File: src/hdl/wss_pkg.sv
// ----------------------------------------------------------------------------
// wss_pkg: shared types and constants for the wing sweep scheduler
// Register index codes, schedule and alert constants, divider and alert
// interface structs.
// ----------------------------------------------------------------------------
`default_nettype none

package wss_pkg;

    // Configuration port geometry
    localparam int CFG_IDX_W  = 3;
    localparam int CFG_DATA_W = 17;

    // Register index codes
    typedef enum logic [CFG_IDX_W-1:0] {
        CFG_AUTO_MODE  = 3'd0,
        CFG_ZONE_LOW   = 3'd1,
        CFG_ZONE_MID   = 3'd2,
        CFG_ZONE_TRANS = 3'd3,
        CFG_ZONE_HIGH  = 3'd4,
        CFG_SPEED_LIM  = 3'd5,
        CFG_MACH_LIM   = 3'd6,
        CFG_CEILING    = 3'd7
    } cfg_index_t;

    // Fixed schedule break points in centidegrees
    localparam logic signed [15:0] MID_CDEG   = 16'sd3500;
    localparam logic signed [15:0] TRANS_CDEG = 16'sd5000;
    localparam logic signed [16:0] SWEEP_CAP  = 17'sd8191;

    // Rate computation
    localparam logic [19:0] US_PER_S     = 20'd1000000;
    localparam logic [31:0] DT_MIN_US    = 32'd1000;
    localparam logic [23:0] RATE_MAX     = 24'h7FFFFF;
    localparam logic [23:0] RATE_MIN     = 24'h800000;
    localparam logic [33:0] RATE_MAG_POS = 34'd8388607;
    localparam logic [33:0] RATE_MAG_NEG = 34'd8388608;

    // Slow-flight alert limits
    localparam logic [10:0]        SLOW_SPEED_KT = 11'd100;
    localparam logic signed [18:0] SLOW_ALT_FT   = 19'sd500;

    // Shared divider geometry
    localparam int DIV_NUM_W = 34;
    localparam int DIV_DEN_W = 32;

    typedef struct packed {
        logic start;
    } div_ctl_t;

    typedef struct packed {
        logic done;
    } div_stat_t;

    typedef struct packed {
        logic bad;
        logic os_air;
        logic os_mach;
        logic ceil;
        logic slow;
        logic any;
    } alert_t;

endpackage

`default_nettype wire

File: src/hdl/wss_div.sv
// ----------------------------------------------------------------------------
// wss_div: shared restoring divider
// Unsigned 34-bit by 32-bit division, one quotient bit per cycle. The
// quotient holds after done until the next start.
// ----------------------------------------------------------------------------
`default_nettype none

module wss_div
    import wss_pkg::*;
(
    input  wire logic                 aclk,
    input  wire logic                 aresetn,
    input  wire div_ctl_t             ctl,
    input  wire logic [DIV_NUM_W-1:0] dividend,
    input  wire logic [DIV_DEN_W-1:0] divisor,
    output div_stat_t                 stat,
    output logic      [DIV_NUM_W-1:0] quotient
);

    localparam int CNT_W = $clog2(DIV_NUM_W);
    localparam logic [CNT_W-1:0] CNT_LAST = CNT_W'(DIV_NUM_W - 1);

    logic [DIV_DEN_W-1:0] rem_reg, rem_next;
    logic [DIV_NUM_W-1:0] quo_reg, quo_next;
    logic [CNT_W-1:0]     cnt_reg, cnt_next;
    logic                 busy_reg, busy_next;
    logic                 done_reg, done_next;

    logic [DIV_DEN_W:0]   rem_sh;
    logic [DIV_DEN_W:0]   rem_sub;
    logic                 fits;

    // One restoring step: shift in the next dividend bit, try to subtract
    always_comb begin
        rem_sh  = {rem_reg, quo_reg[DIV_NUM_W-1]};
        rem_sub = rem_sh - {1'b0, divisor};
        fits    = (rem_sh >= {1'b0, divisor});

        rem_next  = rem_reg;
        quo_next  = quo_reg;
        cnt_next  = cnt_reg;
        busy_next = busy_reg;
        done_next = 1'b0;

        if (ctl.start) begin
            rem_next  = '0;
            quo_next  = dividend;
            cnt_next  = '0;
            busy_next = 1'b1;
        end else if (busy_reg) begin
            rem_next = fits ? rem_sub[DIV_DEN_W-1:0] : rem_sh[DIV_DEN_W-1:0];
            quo_next = {quo_reg[DIV_NUM_W-2:0], fits};
            cnt_next = cnt_reg + 1'b1;
            if (cnt_reg == CNT_LAST) begin
                busy_next = 1'b0;
                done_next = 1'b1;
            end
        end
    end

    always_ff @(posedge aclk) begin
        if (!aresetn) begin
            busy_reg <= 1'b0;
            done_reg <= 1'b0;
            cnt_reg  <= '0;
        end else begin
            busy_reg <= busy_next;
            done_reg <= done_next;
            cnt_reg  <= cnt_next;
        end
        rem_reg <= rem_next;
        quo_reg <= quo_next;
    end

    assign stat.done = done_reg;
    assign quotient  = quo_reg;

endmodule

`default_nettype wire

File: src/hdl/wss_alerts.sv
// ----------------------------------------------------------------------------
// wss_alerts: air-data limit checks
// Compares one sample against the configured limits and the fixed
// slow-flight limits.
// ----------------------------------------------------------------------------
`default_nettype none

module wss_alerts
    import wss_pkg::*;
(
    input  wire logic               data_valid,
    input  wire logic signed [12:0] mach_milli,
    input  wire logic        [10:0] airspeed_kt,
    input  wire logic signed [17:0] altitude,
    input  wire logic        [10:0] speed_limit_kt,
    input  wire logic        [11:0] mach_lim_milli,
    input  wire logic        [16:0] ceiling_ft,
    output alert_t                  alerts
);

    logic signed [13:0] mach_ext;
    logic signed [13:0] mach_lim_ext;
    logic signed [18:0] alt_ext;
    logic signed [18:0] ceil_ext;

    // Widen to a common signed range before comparing
    always_comb begin
        mach_ext     = 14'(mach_milli);
        mach_lim_ext = signed'({2'b00, mach_lim_milli});
        alt_ext      = 19'(altitude);
        ceil_ext     = signed'({2'b00, ceiling_ft});

        alerts = '0;
        if (!data_valid) begin
            alerts.bad = 1'b1;
        end else begin
            alerts.os_air  = (airspeed_kt > speed_limit_kt);
            alerts.os_mach = (mach_ext > mach_lim_ext);
            alerts.ceil    = (alt_ext > ceil_ext);
            alerts.slow    = (airspeed_kt < SLOW_SPEED_KT) && (alt_ext > SLOW_ALT_FT);
        end
        alerts.any = alerts.bad | alerts.os_air | alerts.os_mach | alerts.ceil
                   | alerts.slow;
    end

endmodule

`default_nettype wire

File: src/hdl/wing_sweep_schedule_and_alerts_unit.sv
// ----------------------------------------------------------------------------
// wing_sweep_schedule_and_alerts_unit: wing sweep schedule with limit alerts
// Takes one air-data sample per transaction on the s_ channel and returns one
// result transaction on the m_ channel: scheduled sweep, sweep rate, position
// flags and limit alerts. Registers must be written through cfg_we / cfg_idx /
// cfg_wdata only while no sample is in flight; the block does not enforce this.
//
// A sample that recomputes the sweep uses the shared bit-serial divider for
// the interpolation and again for the rate; the rate division is skipped
// when the time step is not above DT_MIN_US, and the interpolation division
// when the zone is empty. A sample that only updates alerts goes straight
// to the result.
// s_ready is high only while the sequencer is idle, so a new sample is taken
// at the earliest in the cycle after the previous result is loaded.
// The finished result sits in an output register: the next sample is
// accepted while it waits, and a stalled m_ready holds the sequencer at its
// last step until the register frees.
// Reset (synchronous, aresetn low) loads the register defaults, puts the
// sweep at its minimum with zero rate and clears the time history.
// ----------------------------------------------------------------------------
`default_nettype none

module wing_sweep_schedule_and_alerts_unit
    import wss_pkg::*;
#(
    parameter int SWEEP_MIN_CDEG = 2000,
    parameter int SWEEP_MAX_CDEG = 6800
) (
    input  wire logic                  aclk,
    input  wire logic                  aresetn,
    // Configuration write port
    input  wire logic                  cfg_we,
    input  wire logic [CFG_IDX_W-1:0]  cfg_idx,
    input  wire logic [CFG_DATA_W-1:0] cfg_wdata,
    // Sample channel
    input  wire logic                  s_valid,
    output logic                       s_ready,
    input  wire logic                  s_data_valid,
    input  wire logic signed [12:0]    s_mach_milli,
    input  wire logic        [10:0]    s_airspeed_kt,
    input  wire logic signed [17:0]    s_altitude,
    input  wire logic        [31:0]    s_timestamp_us,
    // Result channel
    output logic                       m_valid,
    input  wire logic                  m_ready,
    output logic        [12:0]         m_sweep_cdeg,
    output logic signed [23:0]         m_sweep_rate,
    output logic                       m_at_minimum,
    output logic                       m_at_maximum,
    output logic                       m_sensor_bad,
    output logic                       m_overspeed_air,
    output logic                       m_overspeed_mach,
    output logic                       m_above_ceiling,
    output logic                       m_slow_flight,
    output logic                       m_any_alarm
);

    localparam logic signed [15:0] Y_MIN   = 16'(SWEEP_MIN_CDEG);
    localparam logic signed [15:0] Y_MAX   = 16'(SWEEP_MAX_CDEG);
    localparam logic        [13:0] SWEEP_RST = 14'(SWEEP_MIN_CDEG);
    localparam logic        [15:0] MIN_FLAG_LIM = 16'(SWEEP_MIN_CDEG + 10);
    localparam logic        [15:0] MAX_FLAG_LIM = 16'(SWEEP_MAX_CDEG - 1);

    typedef enum logic [6:0] {
        ST_IDLE     = 7'b0000001,
        ST_SCHED    = 7'b0000010,
        ST_DIV_GO   = 7'b0000100,
        ST_DIV_WAIT = 7'b0001000,
        ST_SWEEP    = 7'b0010000,
        ST_RATE_MUL = 7'b0100000,
        ST_DONE     = 7'b1000000
    } state_t;

    state_t state_reg, state_next;

    // Configuration registers
    logic        auto_mode_reg;
    logic [11:0] zone_low_reg, zone_mid_reg, zone_trans_reg, zone_high_reg;
    logic [10:0] speed_lim_reg;
    logic [11:0] mach_lim_reg;
    logic [16:0] ceiling_reg;

    // Persistent wing state
    logic [13:0]        sweep_now_reg, sweep_now_next;
    logic signed [23:0] rate_now_reg, rate_now_next;
    logic               min_flag_reg, min_flag_next;
    logic               max_flag_reg, max_flag_next;
    logic [31:0]        last_time_reg, last_time_next;
    logic               seen_first_reg, seen_first_next;

    // Per-sample working registers
    logic [11:0]          mach_reg, mach_next;
    logic [31:0]          dt_reg, dt_next;
    alert_t               alert_reg, alert_next;
    logic                 empty_reg, empty_next;
    logic signed [15:0]   y0_reg, y0_next;
    logic [DIV_NUM_W-1:0] mag_reg, mag_next;
    logic                 neg_reg, neg_next;
    logic [DIV_DEN_W-1:0] den_reg, den_next;
    logic                 rate_phase_reg, rate_phase_next;
    logic [13:0]          dmag_reg, dmag_next;

    // Result register
    logic               m_valid_reg, m_valid_next;
    logic [12:0]        out_sweep_reg, out_sweep_next;
    logic signed [23:0] out_rate_reg, out_rate_next;
    logic               out_min_reg, out_min_next;
    logic               out_max_reg, out_max_next;
    alert_t             out_alert_reg, out_alert_next;

    // Shared divider
    div_ctl_t             div_ctl;
    div_stat_t            div_stat;
    logic [DIV_NUM_W-1:0] div_dividend;
    logic [DIV_NUM_W-1:0] div_quotient;

    // Alert checks on the incoming sample
    alert_t in_alerts;

    wss_alerts u_alerts (
        .data_valid     (s_data_valid),
        .mach_milli     (s_mach_milli),
        .airspeed_kt    (s_airspeed_kt),
        .altitude       (s_altitude),
        .speed_limit_kt (speed_lim_reg),
        .mach_lim_milli (mach_lim_reg),
        .ceiling_ft     (ceiling_reg),
        .alerts         (in_alerts)
    );

    wss_div u_div (
        .aclk     (aclk),
        .aresetn  (aresetn),
        .ctl      (div_ctl),
        .dividend (div_dividend),
        .divisor  (den_reg),
        .stat     (div_stat),
        .quotient (div_quotient)
    );

    // Zone selection and interpolation numerator
    logic               z_empty;
    logic [11:0]        z_x0, z_x1, z_span, z_pos_raw, z_pos;
    logic signed [15:0] z_y0, z_y1, z_dy;
    logic [14:0]        z_dy_mag;
    logic [26:0]        z_prod;

    always_comb begin
        z_empty = 1'b0;
        z_x0    = zone_low_reg;
        z_x1    = zone_mid_reg;
        z_y0    = Y_MIN;
        z_y1    = MID_CDEG;
        if (mach_reg < zone_low_reg) begin
            z_empty = 1'b1;
        end else if (mach_reg < zone_mid_reg) begin
            z_x0 = zone_low_reg;
        end else if (mach_reg < zone_trans_reg) begin
            z_x0 = zone_mid_reg;
            z_x1 = zone_trans_reg;
            z_y0 = MID_CDEG;
            z_y1 = TRANS_CDEG;
        end else begin
            z_x0 = zone_trans_reg;
            z_x1 = zone_high_reg;
            z_y0 = TRANS_CDEG;
            z_y1 = Y_MAX;
        end
        if (z_x1 <= z_x0) begin
            z_empty = 1'b1;
        end
        z_span    = z_x1 - z_x0;
        z_pos_raw = (mach_reg > z_x0) ? (mach_reg - z_x0) : 12'd0;
        z_pos     = (z_pos_raw > z_span) ? z_span : z_pos_raw;
        z_dy      = z_y1 - z_y0;
        z_dy_mag  = z_dy[15] ? 15'(-z_dy) : z_dy[14:0];
        z_prod    = z_pos * z_dy_mag;
    end

    // Sweep from interpolation quotient, and sweep delta
    logic [14:0]        sw_q;
    logic signed [16:0] sw_raw;
    logic [13:0]        sw_new;
    logic signed [14:0] sw_diff;

    always_comb begin
        sw_q   = empty_reg ? 15'd0 : div_quotient[14:0];
        sw_raw = neg_reg ? (17'(y0_reg) - signed'({2'b00, sw_q}))
                         : (17'(y0_reg) + signed'({2'b00, sw_q}));
        if (sw_raw < 17'sd0) begin
            sw_new = 14'd0;
        end else if (sw_raw > SWEEP_CAP) begin
            sw_new = 14'(SWEEP_CAP);
        end else begin
            sw_new = sw_raw[13:0];
        end
        sw_diff = signed'({1'b0, sw_new}) - signed'({1'b0, sweep_now_reg});
    end

    // Saturated rate from rate quotient
    logic [23:0] rate_sat;

    always_comb begin
        if (!neg_reg) begin
            rate_sat = (div_quotient > RATE_MAG_POS) ? RATE_MAX : div_quotient[23:0];
        end else begin
            rate_sat = (div_quotient > RATE_MAG_NEG) ? RATE_MIN
                                                     : (24'd0 - div_quotient[23:0]);
        end
    end

    // Rounded dividend: magnitude plus half the divisor
    assign div_dividend = mag_reg + DIV_NUM_W'(den_reg >> 1);

    // Sequencer
    always_comb begin
        state_next      = state_reg;
        sweep_now_next  = sweep_now_reg;
        rate_now_next   = rate_now_reg;
        min_flag_next   = min_flag_reg;
        max_flag_next   = max_flag_reg;
        last_time_next  = last_time_reg;
        seen_first_next = seen_first_reg;
        mach_next       = mach_reg;
        dt_next         = dt_reg;
        alert_next      = alert_reg;
        empty_next      = empty_reg;
        y0_next         = y0_reg;
        mag_next        = mag_reg;
        neg_next        = neg_reg;
        den_next        = den_reg;
        rate_phase_next = rate_phase_reg;
        dmag_next       = dmag_reg;
        m_valid_next    = m_valid_reg;
        out_sweep_next  = out_sweep_reg;
        out_rate_next   = out_rate_reg;
        out_min_next    = out_min_reg;
        out_max_next    = out_max_reg;
        out_alert_next  = out_alert_reg;
        div_ctl.start   = 1'b0;

        // Retire the pending result
        if (m_valid_reg && m_ready) begin
            m_valid_next = 1'b0;
        end

        case (state_reg)
            ST_IDLE: begin
                if (s_valid) begin
                    dt_next         = seen_first_reg ? (s_timestamp_us - last_time_reg)
                                                     : 32'd0;
                    last_time_next  = s_timestamp_us;
                    seen_first_next = 1'b1;
                    alert_next      = in_alerts;
                    mach_next       = s_mach_milli[12] ? 12'd0 : s_mach_milli[11:0];
                    state_next      = (auto_mode_reg && s_data_valid) ? ST_SCHED : ST_DONE;
                end
            end
            ST_SCHED: begin
                empty_next      = z_empty;
                y0_next         = z_y0;
                mag_next        = DIV_NUM_W'(z_prod);
                neg_next        = z_dy[15];
                den_next        = DIV_DEN_W'(z_span);
                rate_phase_next = 1'b0;
                state_next      = z_empty ? ST_SWEEP : ST_DIV_GO;
            end
            ST_DIV_GO: begin
                div_ctl.start = 1'b1;
                state_next    = ST_DIV_WAIT;
            end
            ST_DIV_WAIT: begin
                if (div_stat.done) begin
                    if (rate_phase_reg) begin
                        rate_now_next = signed'(rate_sat);
                        state_next    = ST_DONE;
                    end else begin
                        state_next = ST_SWEEP;
                    end
                end
            end
            ST_SWEEP: begin
                sweep_now_next = sw_new;
                min_flag_next  = (16'(sw_new) <= MIN_FLAG_LIM);
                max_flag_next  = (16'(sw_new) >= MAX_FLAG_LIM);
                neg_next       = sw_diff[14];
                dmag_next      = sw_diff[14] ? 14'(-sw_diff) : sw_diff[13:0];
                if (dt_reg > DT_MIN_US) begin
                    state_next = ST_RATE_MUL;
                end else begin
                    rate_now_next = '0;
                    state_next    = ST_DONE;
                end
            end
            ST_RATE_MUL: begin
                mag_next        = DIV_NUM_W'(dmag_reg * US_PER_S);
                den_next        = dt_reg;
                rate_phase_next = 1'b1;
                state_next      = ST_DIV_GO;
            end
            ST_DONE: begin
                // Load the result once the output register is free
                if (!m_valid_reg || m_ready) begin
                    m_valid_next   = 1'b1;
                    out_sweep_next = sweep_now_reg[12:0];
                    out_rate_next  = rate_now_reg;
                    out_min_next   = min_flag_reg;
                    out_max_next   = max_flag_reg;
                    out_alert_next = alert_reg;
                    state_next     = ST_IDLE;
                end
            end
            default: begin
                state_next = ST_IDLE;
            end
        endcase
    end

    // Control and state registers
    always_ff @(posedge aclk) begin
        if (!aresetn) begin
            state_reg      <= ST_IDLE;
            sweep_now_reg  <= SWEEP_RST;
            rate_now_reg   <= '0;
            min_flag_reg   <= 1'b1;
            max_flag_reg   <= 1'b0;
            last_time_reg  <= '0;
            seen_first_reg <= 1'b0;
            m_valid_reg    <= 1'b0;
        end else begin
            state_reg      <= state_next;
            sweep_now_reg  <= sweep_now_next;
            rate_now_reg   <= rate_now_next;
            min_flag_reg   <= min_flag_next;
            max_flag_reg   <= max_flag_next;
            last_time_reg  <= last_time_next;
            seen_first_reg <= seen_first_next;
            m_valid_reg    <= m_valid_next;
        end
    end

    // Working and result payload registers
    always_ff @(posedge aclk) begin
        mach_reg       <= mach_next;
        dt_reg         <= dt_next;
        alert_reg      <= alert_next;
        empty_reg      <= empty_next;
        y0_reg         <= y0_next;
        mag_reg        <= mag_next;
        neg_reg        <= neg_next;
        den_reg        <= den_next;
        rate_phase_reg <= rate_phase_next;
        dmag_reg       <= dmag_next;
        out_sweep_reg  <= out_sweep_next;
        out_rate_reg   <= out_rate_next;
        out_min_reg    <= out_min_next;
        out_max_reg    <= out_max_next;
        out_alert_reg  <= out_alert_next;
    end

    // Configuration register writes
    always_ff @(posedge aclk) begin
        if (!aresetn) begin
            auto_mode_reg  <= 1'b1;
            zone_low_reg   <= 12'd400;
            zone_mid_reg   <= 12'd800;
            zone_trans_reg <= 12'd1000;
            zone_high_reg  <= 12'd2340;
            speed_lim_reg  <= 11'd800;
            mach_lim_reg   <= 12'd2340;
            ceiling_reg    <= 17'd50000;
        end else if (cfg_we) begin
            case (cfg_index_t'(cfg_idx))
                CFG_AUTO_MODE:  auto_mode_reg  <= cfg_wdata[0];
                CFG_ZONE_LOW:   zone_low_reg   <= cfg_wdata[11:0];
                CFG_ZONE_MID:   zone_mid_reg   <= cfg_wdata[11:0];
                CFG_ZONE_TRANS: zone_trans_reg <= cfg_wdata[11:0];
                CFG_ZONE_HIGH:  zone_high_reg  <= cfg_wdata[11:0];
                CFG_SPEED_LIM:  speed_lim_reg  <= cfg_wdata[10:0];
                CFG_MACH_LIM:   mach_lim_reg   <= cfg_wdata[11:0];
                CFG_CEILING:    ceiling_reg    <= cfg_wdata[16:0];
                default: begin
                end
            endcase
        end
    end

    // Port drive
    assign s_ready          = (state_reg == ST_IDLE);
    assign m_valid          = m_valid_reg;
    assign m_sweep_cdeg     = out_sweep_reg;
    assign m_sweep_rate     = out_rate_reg;
    assign m_at_minimum     = out_min_reg;
    assign m_at_maximum     = out_max_reg;
    assign m_sensor_bad     = out_alert_reg.bad;
    assign m_overspeed_air  = out_alert_reg.os_air;
    assign m_overspeed_mach = out_alert_reg.os_mach;
    assign m_above_ceiling  = out_alert_reg.ceil;
    assign m_slow_flight    = out_alert_reg.slow;
    assign m_any_alarm      = out_alert_reg.any;

endmodule

`default_nettype wire
File: config.mk
export PLATFORM = sky130hd
export DESIGN_NAME = wing_sweep_schedule_and_alerts_unit
export DESIGN_NICKNAME = d
export VERILOG_FILES = /design/src/hdl/wss_pkg.sv /design/src/hdl/wss_div.sv /design/src/hdl/wss_alerts.sv /design/src/hdl/wing_sweep_schedule_and_alerts_unit.sv
export SDC_FILE = /design/constraint.sdc
export NUM_CORES = 2
export LEC_CHECK = 0
export BUFFER_PORTS_ARGS = -buffer_cell sky130_fd_sc_hd__buf_2
export CAP_MARGIN = 10
export CORE_ASPECT_RATIO = 0.8
export CORE_UTILIZATION = 46
export CTS_BUF_LIST = sky130_fd_sc_hd__clkbuf_8
export DETAILED_ROUTE_END_ITERATION = 8
export HOLD_SLACK_MARGIN = 0.05
export PLACE_DENSITY = 0.73
export SLEW_MARGIN = 10
export SYNTH_ARGS = -nofsm -noshare
export SYNTH_HDL_FRONTEND = slang
export SYNTH_SLANG_ARGS = --single-unit
File: constraint.sdc
create_clock -name aclk -period 11.8 [get_ports aclk]
set_clock_uncertainty 0.2 [all_clocks]
set_input_delay 1.77 -clock aclk [delete_from_list [all_inputs] [get_ports aclk]]
set_output_delay 1.77 -clock aclk [all_outputs]
set_load 0.01 [all_outputs]
==> results.md <==
* Fin cells at 5,308
* Ys Warns at 0
* # DRC at 0
* Setup violations, final at 0
* Final design utilization at 52.6%
* Worst setup SP type: flop
* Avg WL per Cell at about 18 um
* Total Neg Setup Slack at 0 ps
* Max-slew violations at 0
* Post-synth ARST share at 0%
* Final wirelength at 94,100 um
* Top delay family on crit path: adder cells
* Worst Setup Path Type: reg -> reg
* Status: completed
* Gr ovfl total at 0
* Via Count at 29,600
* Crit path top cell by count: fa_1
* Synth top area share at a little under a fifth
* Fillers at a little under 7,000
* Crit-path max FO at 5
* Syn_area_per_cell at between 8 and 9 um2
* PortBufs at 146
* Clk Latency, worst-skew pair at 700 ps
* Crit path DAT at between 10,000 and 15,000 ps
* Area Growth Syn to Fin at 12.2%
* Post-synthesis sequential area ratio at 30.1%
* Ports at 147
* Crit path capture type: flop
* Layout cell share with drive strength beyond 1 at 11.3%
* Die ar. at 78,400 um2
* Cells after synthesis at a little over 4,000
* Cell Rows at 90
* CP max stage delay at 640 ps
* Max reg flops at 34
* CTS max path bufs at 3
* DR vias/cell at 5.58
* Effective utilization at floorplan at around 47%
* WP buf/inv at 5
* Area contributors post-synth: edfxtp_1, ha_1, dfxtp_1
* Fin nets at 4,897
* Initial antenna violation count at 2
* CTS tree: built
* Core area at between 70,000 and 80,000 um2
* Synth unique cells at 94
* Req. time, crit path at 12,010 ps
* Die Y at 251 um
* Period Utilization, post-route at 97.1%
* Clk pin slew, worst setup/hold paths at roughly 70 ps
* Dpl cell area at 37,600 um2
* Largest net degree at the start of global routing at 107
* Die W at 313 um
* First-pass DRT Iterations at 5
* Fmax at between 80 and 90 MHz
* Slew HR at 21.6%
* Initial DRC Count at around 2,700
* Slowest library cell on the worst path: or4b_2
* Final GP Congestion at 0.988
* Vias in the first global route at ~28,000
* Min Tclk post-route at 11,460 ps
* Clk root buf: clkbuf_8
* #FFs+latches synth at 426
* Gr usage total at a little under a quarter
* Dpl hpwl at 72,600 um
* Max cap viols at 0
* H-Tree Depth at 3
* RSZ-0062 raised after global routing: yes
* Cts bufs inserted at 75
* First-pass GRT wire length at 149,000 um
* Mapped cell area at 35,500 um2
* Least-Margin Pin Slew at 1170 ps
* Number of enable flip-flop cells after synthesis at 216
* Synth Flop Type: edfxtp_1
* Hold Path Class: reg -> reg
* Hold Fails Final Rpt at 0
* Clock Sink Count at 426
* Post-route ant nets at 0
* Design Area, Final at around 40,000 um2
* Inst Count DP at roughly 5,000
* Synth area leader: edfxtp_1
[metal layers]
layer | global-route usage [%] | vias up | wire, um
li1 | - | 14400 | -
met1 | 35.2 | 14100 | 44300
met2 | 35.2 | 973 | 39900
met3 | 4.38 | 148 | 7660
met4 | 6.16 | 2 | 2170
met5 | 0 | - | 13
[cell usage after synthesis, drive strengths merged, types with 14 or more instances]
master / number
nand2: 524
inv: 418
ha: 400
nor2: 263
a21oi: 262
edfxtp: 216
dfxtp: 210
o21ai: 201
fa: 162
xnor2: 124
clkbuf: 112
a21boi: 108
nor2b: 90
xor2: 90
and2: 69
nand3: 69
nor3: 69
a21o: 57
nand2b: 53
o21a: 46
o211ai: 45
buf: 37
nand4: 35
or3: 31
mux2i: 30
nor4: 30
a211oi: 27
a31oi: 24
a22oi: 22
and3: 20
o21bai: 20
o31ai: 20
a211o: 14
or2: 14
[repair_timing]
action | in CTS | in global routing
cloned | 0 | 1
resized for setup | 4 | 86
pin swaps | 2 | 27
setup endpoints to repair | 1 | 11
hold buffers | 0 | 0
setup buffers | 1 | 23
[worst reg2reg max path, delay by kind of cell (launching register included)]
kind / cells / cell delay (ps)
simple gates: 12 / 2220
buf+inv: 5 / 490
compound gates: 17 / 3460
xor+xnor: 1 / 140
flops: 1 / 500
mux: 2 / 470
fa+ha+maj: 9 / 3730
[area by class of cell]
type                            count  area (um2)  share of cell area [%]
Multi-Input combinational cell   3062       23200                    58.2
Tap cell                         1012        1270                    3.17
Clock inverter                     50         382                   0.957
Antenna cell                        1        2.50                 0.00627
Timing Repair Buffer              251        1550                    3.89
Clock buffer                       87        1200                    3.00
Sequential cell                   426       10700                    26.8
Inverter                          419        1570                    3.95
[cell families (layout without fill, tap and decap cells)]
family / Yosys count / in the layout / share of synthesized area [%]
AO/OA/AOI/OAI: 935 / 935 / 17.0
XOR/XNOR: 214 / 214 / 5.33
adder cells (fa/ha/maj): 562 / 562 / 23.2
buffers and inverters: 568 / 807 / 6.15
flip-flops: 426 / 426 / 30.1
multiplexers: 35 / 35 / 1.01
other: 2 / 14 / 0.0211
AND/OR/NAND/NOR: 1302 / 1303 / 17.2
[cell usage in the layout, fill, tap and decap left out, types with 14 or more instances in the layout]
| master | instances |
|---|---|
| buf_2 | 145 |
| fa_1 | 161 |
| or2_2 | 14 |
| nand2b_1 | 53 |
| nor4_1 | 25 |
| a21o_1 | 57 |
| buf_4 | 100 |
| or3_1 | 31 |
| clkbuf_8 | 87 |
| o21bai_1 | 20 |
| nor2_1 | 261 |
| o31ai_1 | 18 |
| dfxtp_1 | 210 |
| and3_1 | 20 |
| o21a_1 | 45 |
| a21oi_1 | 248 |
| o21ai_0 | 188 |
| nand2_1 | 521 |
| a31oi_1 | 16 |
| mux2i_1 | 29 |
| ha_1 | 389 |
| xor2_1 | 89 |
| nand4_1 | 35 |
| nand3_1 | 68 |
| nor3_1 | 61 |
| a22oi_1 | 22 |
| and2_1 | 67 |
| edfxtp_1 | 216 |
| nor2b_1 | 88 |
| xnor2_1 | 123 |
| inv_1 | 433 |
| a211o_1 | 14 |
| a21boi_0 | 104 |
| a211oi_1 | 21 |
| o211ai_1 | 45 |
[path summary, 6_finish.rpt]
path,start,slack (ps),end,depth (start not counted)
worst min register to register,rate_now_reg[11],210,m_sweep_rate[11],0
worst max register to register,mach_reg[2],340,mag_reg[26],46
worst max-delay path,mach_reg[2],340,mag_reg[26],46
worst min-delay path,rate_now_reg[11],210,m_sweep_rate[11],0
[per-stage QoR]
stage          hold WS (ps)  worst slack, ps
2_1_floorplan           200             15.0
5_1_grt                 230             -124
3_3_place_gp            203              157
6_report                214              338
4_1_cts                 213             16.4
3_5_place_dp            209             -134
Power is left out: the tool's default activity adds up to more than one toggle a clock period on the data nets, which glitch-free logic cannot reach.
